**src/design/kfsi_pkg.sv**
```systemverilog
// Package for the keyframe spline interpolator: keyframe record type, codes,
// sequencer states and default sizes. No dependencies.
`default_nettype none
package kfsi_pkg;

  localparam int MAX_KEYS_DEF  = 64;
  localparam int FRAC_BITS_DEF = 16;
  localparam int ACC_W         = 40;
  localparam int ENTRY_W       = 7;
  localparam int VAL_W         = 32;

  typedef enum logic [1:0] {
    ACT_EVAL   = 2'd0,
    ACT_INSERT = 2'd1,
    ACT_CLEAR  = 2'd2
  } act_e;

  typedef enum logic [1:0] {
    MODE_LINEAR  = 2'd0,
    MODE_STEP    = 2'd1,
    MODE_CATMULL = 2'd2
  } mode_e;

  typedef enum logic [3:0] {
    S_IDLE,
    S_SCAN,
    S_SHIFT_RD,
    S_SHIFT_WR,
    S_INS_WRITE,
    S_DIV,
    S_FETCH,
    S_COEF,
    S_MUL,
    S_FIN,
    S_DONE
  } state_e;

  typedef struct packed {
    logic [31:0]        ktime;
    logic [1:0]         kmode;
    logic signed [31:0] kx;
    logic signed [31:0] ky;
    logic signed [31:0] kz;
    logic signed [31:0] kw;
  } key_rec_t;

  typedef struct packed {
    logic load;
    logic step;
  } mac_ctrl_t;

endpackage
`default_nettype wire

```
**src/design/kfsi_mac.sv**
```systemverilog
// Shared multiply-accumulate unit: acc <= floor(acc * frac / 2^FRAC_BITS) + addend.
// Depends on kfsi_pkg.
`default_nettype none
module kfsi_mac import kfsi_pkg::*; #(
  parameter int FRAC_BITS = FRAC_BITS_DEF
) (
  input  wire                              clk_i,
  input  wire mac_ctrl_t                   ctrl_i,
  input  wire logic signed [ACC_W-1:0]     init_i,
  input  wire logic        [FRAC_BITS-1:0] frac_i,
  input  wire logic signed [ACC_W-1:0]     addend_i,
  output logic signed      [ACC_W-1:0]     acc_o
);

  localparam int PW = ACC_W + FRAC_BITS + 1;

  logic signed [ACC_W-1:0] acc_q, acc_d;
  logic signed [PW-1:0]    prod;
  logic signed [PW-1:0]    shifted;

  always_comb begin
    prod    = acc_q * $signed({1'b0, frac_i});
    shifted = prod >>> FRAC_BITS;
    if (ctrl_i.load) begin
      acc_d = init_i;
    end else if (ctrl_i.step) begin
      acc_d = $signed(shifted[ACC_W-1:0]) + addend_i;
    end else begin
      acc_d = acc_q;
    end
  end

  always_ff @(posedge clk_i) begin
    acc_q <= acc_d;
  end

  assign acc_o = acc_q;

endmodule
`default_nettype wire

```
**config.mk**
```make
export PLATFORM = sky130hd
export DESIGN_NAME = kfsi_mac
export DESIGN_NICKNAME = d
export VERILOG_FILES = /design/src/design/kfsi_pkg.sv /design/src/design/kfsi_mac.sv
export SDC_FILE = /design/constraint.sdc
export NUM_CORES = 2
export LEC_CHECK = 0
export BUFFER_PORTS_ARGS = -buffer_cell sky130_fd_sc_hd__buf_2
export CORE_MARGIN = 5
export CORE_UTILIZATION = 60
export DETAILED_ROUTE_END_ITERATION = 16
export HOLD_SLACK_MARGIN = 0.03
export PLACE_DENSITY_LB_ADDON = 0.25
export SKIP_LAST_GASP = 1
export SLEW_MARGIN = 20
export SYNTH_ARGS = -nofsm -noshare
export SYNTH_HDL_FRONTEND = slang
export SYNTH_SLANG_ARGS = --single-unit
```
**constraint.sdc**
```tcl
create_clock -name clk_i -period 16 [get_ports clk_i]
set_input_delay 0.8 -clock clk_i [delete_from_list [all_inputs] [get_ports clk_i]]
set_output_delay 0.8 -clock clk_i [all_outputs]
set_load 0.05 [all_outputs]
```
==> reports/results.txt <==
post-synth top area share: 0.478
Most Crowded Layer GR: met2
Syn-to-layout area delta: 5.09%
Primary FF master, synth: edfxtp_1
Final Hold Vio Count: 0
die height: 214 um
Syn Std Cell Area: 24,900 um^2
site row count: 74
clk root buf: clkbuf_16
flops & latches, synth: 40
Max-cap violations: 0
GP Congestion: 0.931
# DRC: 0
GR Overflow Total: 0
dpl hpwl: 53,600 um
Peak Freq: 0.0978 GHz
Ys Warns: 0
setup violators final: 0
Hold Path Class: input port to flip-flop
CP required: 16,100 ps
cell taking the most area after synthesis: fa_1
largest cells by area after synthesis: fa_1 (48%), inv_1 (11%), ha_1 (8.6%)
clk_lat worst skew: 350 ps
crit path DAT: 10,330 ps
Worst-path clk slew: 90 ps
H-tree depth: 2
setup repair bufs after CTS: 0
GRT Total Usage: 0.313
Avg Vias per Cell: 5.65
Most Frequent Cell on Critical Path: fa_1
CTS tree: done
1st-pass router iterations: 6
vias in the first global route: 21,500
Crit-path slowest cell: a211oi_1
CP Capture Type: flip-flop
largest net degree at the start of global routing: 86
routed vias: 19,400
max reg flops: 40
Seq/Total Area, Yosys: 0.0482
antenna violations before repair: 1
total CTS buffers: 5
Post-Syn Nets: 3,710
Slew HR: 0.319
status: finished, final reports clean
Yosys cell types: 61
Worst path max stage delay: 890 ps
minimum clock period: 10,230 ps
Hold WS: 724 ps
Worst Max-Slew Pin Slew: 1020 ps
met2 Use GR: 0.524
Util after Layout: 0.639
Initial Util: 0.609
core footprint: 40,900 um^2
Clock Sink Count: 40
CTS Hold Buffers Added: 0
pre-CTS setup slack: 5690 ps
DRT Wirelength: 67,900 um
Mapped Cells: 2,845
Async SR Flop Fraction: 0
Slew Viols, Final: 0
port bufs: 138
CP delay by family, top: adder cells
unrepaired setup endpoints after global routing: false
Tcrit/Tclk final: 0.639
share of cells above drive strength 1: 0.0652
startpoint types: input port
Total Die Area: 45,700 um^2
initial drt markers: 1,416
Worst Setup Slack, final: 5770 ps
WP buf/inv: 6
syn avg cell area: 8.75 um^2
Clock Path Buffers: 2
fill count: 3,442
layout net count: 3,761
setup tns final: 0 ps
GR Util met1: 0.395
first-pass GRT wire length: 111,000 um
Post-DRT Antenna Nets: 0
Worst Skew: 17.5 ps
CTS resizes: 0
WL per Instance: 19.8 um
IO Count: 139
critical path class: input port to flip-flop
EDFF count, synth: 40
die width: 214 um
global-route track usage on met3: 0.0851
critical path peak fanout: 40
## metal layers
| metal | part of all wire | wire length [um] |
|---|---|---|
| met1 | 0.38 | 25700 |
| met2 | 0.48 | 32800 |
| met3 | 0.10 | 6820 |
| met4 | 0.038 | 2580 |
| met5 | 0 | 0 |
## Yosys cell counts (2+ instances only)
| library cell | number |
|---|---|
| inv_1 | 724 |
| fa_1 | 595 |
| nand2_1 | 471 |
| and2_1 | 234 |
| ha_1 | 171 |
| clkbuf_1 | 116 |
| o21ai_0 | 65 |
| a21oi_1 | 63 |
| a21o_1 | 50 |
| xnor2_1 | 48 |
| nor2_1 | 41 |
| edfxtp_1 | 40 |
| xor2_1 | 32 |
| a211oi_1 | 19 |
| nand3_1 | 18 |
| nor3_1 | 16 |
| o21a_1 | 16 |
| and3_1 | 13 |
| nand4_1 | 9 |
| o21bai_1 | 9 |
| a31oi_1 | 7 |
| nor2b_1 | 6 |
| nor3b_1 | 6 |
| o31ai_1 | 5 |
| or2_2 | 5 |
| a211o_1 | 4 |
| mux2_2 | 4 |
| nand2b_1 | 4 |
| nor4_1 | 4 |
| o211ai_1 | 4 |
| o21ai_1 | 4 |
| or3_1 | 4 |
| o2111ai_1 | 3 |
| a2111oi_0 | 2 |
| a31o_2 | 2 |
| buf_1 | 2 |
| nand4b_1 | 2 |
| nor4b_1 | 2 |
| o221ai_1 | 2 |
| o2bb2ai_1 | 2 |
## cell families after synthesis
group,after synthesis,synth area share
multiplexers,5,0.00221
flip-flops,40,0.0482
adder cells (fa/ha/maj),766,0.564
XOR/XNOR,80,0.0281
buffers and inverters,842,0.127
AND/OR/NAND/NOR,837,0.158
AO/OA/AOI/OAI,275,0.0723
## layout make-up
type | count | area (um^2) | share of cell area
Sequential cell | 40 | 1200 | 0.0459
Clock buffer | 5 | 125 | 0.00478
Antenna cell | 1 | 2.50 | 0.0000956
Tap cell | 532 | 666 | 0.0254
Inverter | 724 | 2720 | 0.104
Clock inverter | 3 | 46.3 | 0.00177
Timing Repair Buffer | 162 | 871 | 0.0333
Multi-Input combinational cell | 1963 | 20500 | 0.785
## cell usage in the layout, fill, tap and decap left out, types with 4 or more instances in the layout
cell | netlist | layout
inv_1 | 724 | 724
fa_1 | 595 | 595
nand2_1 | 471 | 471
and2_1 | 234 | 234
ha_1 | 171 | 171
buf_2 | 0 | 138
o21ai_0 | 65 | 65
a21oi_1 | 63 | 63
a21o_1 | 50 | 50
xnor2_1 | 48 | 48
nor2_1 | 41 | 41
edfxtp_1 | 40 | 40
xor2_1 | 32 | 32
buf_4 | 0 | 24
a211oi_1 | 19 | 19
nand3_1 | 18 | 18
o21a_1 | 16 | 16
nor3_1 | 16 | 16
and3_1 | 13 | 13
nand4_1 | 9 | 9
o21bai_1 | 9 | 9
a31oi_1 | 7 | 7
nor2b_1 | 6 | 6
nor3b_1 | 6 | 6
or2_2 | 5 | 5
o31ai_1 | 5 | 5
clkbuf_16 | 0 | 5
o211ai_1 | 4 | 4
or3_1 | 4 | 4
o21ai_1 | 4 | 4
nand2b_1 | 4 | 4
nor4_1 | 4 | 4
a211o_1 | 4 | 4
mux2_2 | 4 | 4
## worst reg2reg max path, delay by kind of cell (launching register included)
family / cells / cell delay, ps
buf+inv: 6 / 530
fa+ha+maj: 8 / 3660
simple gates: 7 / 920
mux: 1 / 260
xor+xnor: 2 / 350
flops: 1 / 730
compound gates: 9 / 3300
## metrics by stage
step	instances	area, um^2
floorplan	2845	24900
global placement	3421	26000
detailed placement	3421	26000
CTS	3429	26200
global route	3429	26200
finish	3430	26200
## final timing paths
path / start / to / slack, ps / cells past startpoint
worst max-delay path: frac_i[9] / acc_o[38]$_DFFE_PP_ / 5770 / 33
worst min-delay path: init_i[8] / acc_o[8]$_DFFE_PP_ / 720 / 3
worst max register to register: acc_o[7]$_DFFE_PP_ / acc_o[38]$_DFFE_PP_ / 6010 / 33
worst min register to register: acc_o[39]$_DFFE_PP_ / acc_o[39]$_DFFE_PP_ / 2170 / 9
Power is left out: the tool's default activity adds up to more than one toggle a clock period on the data nets, which glitch-free logic cannot reach.
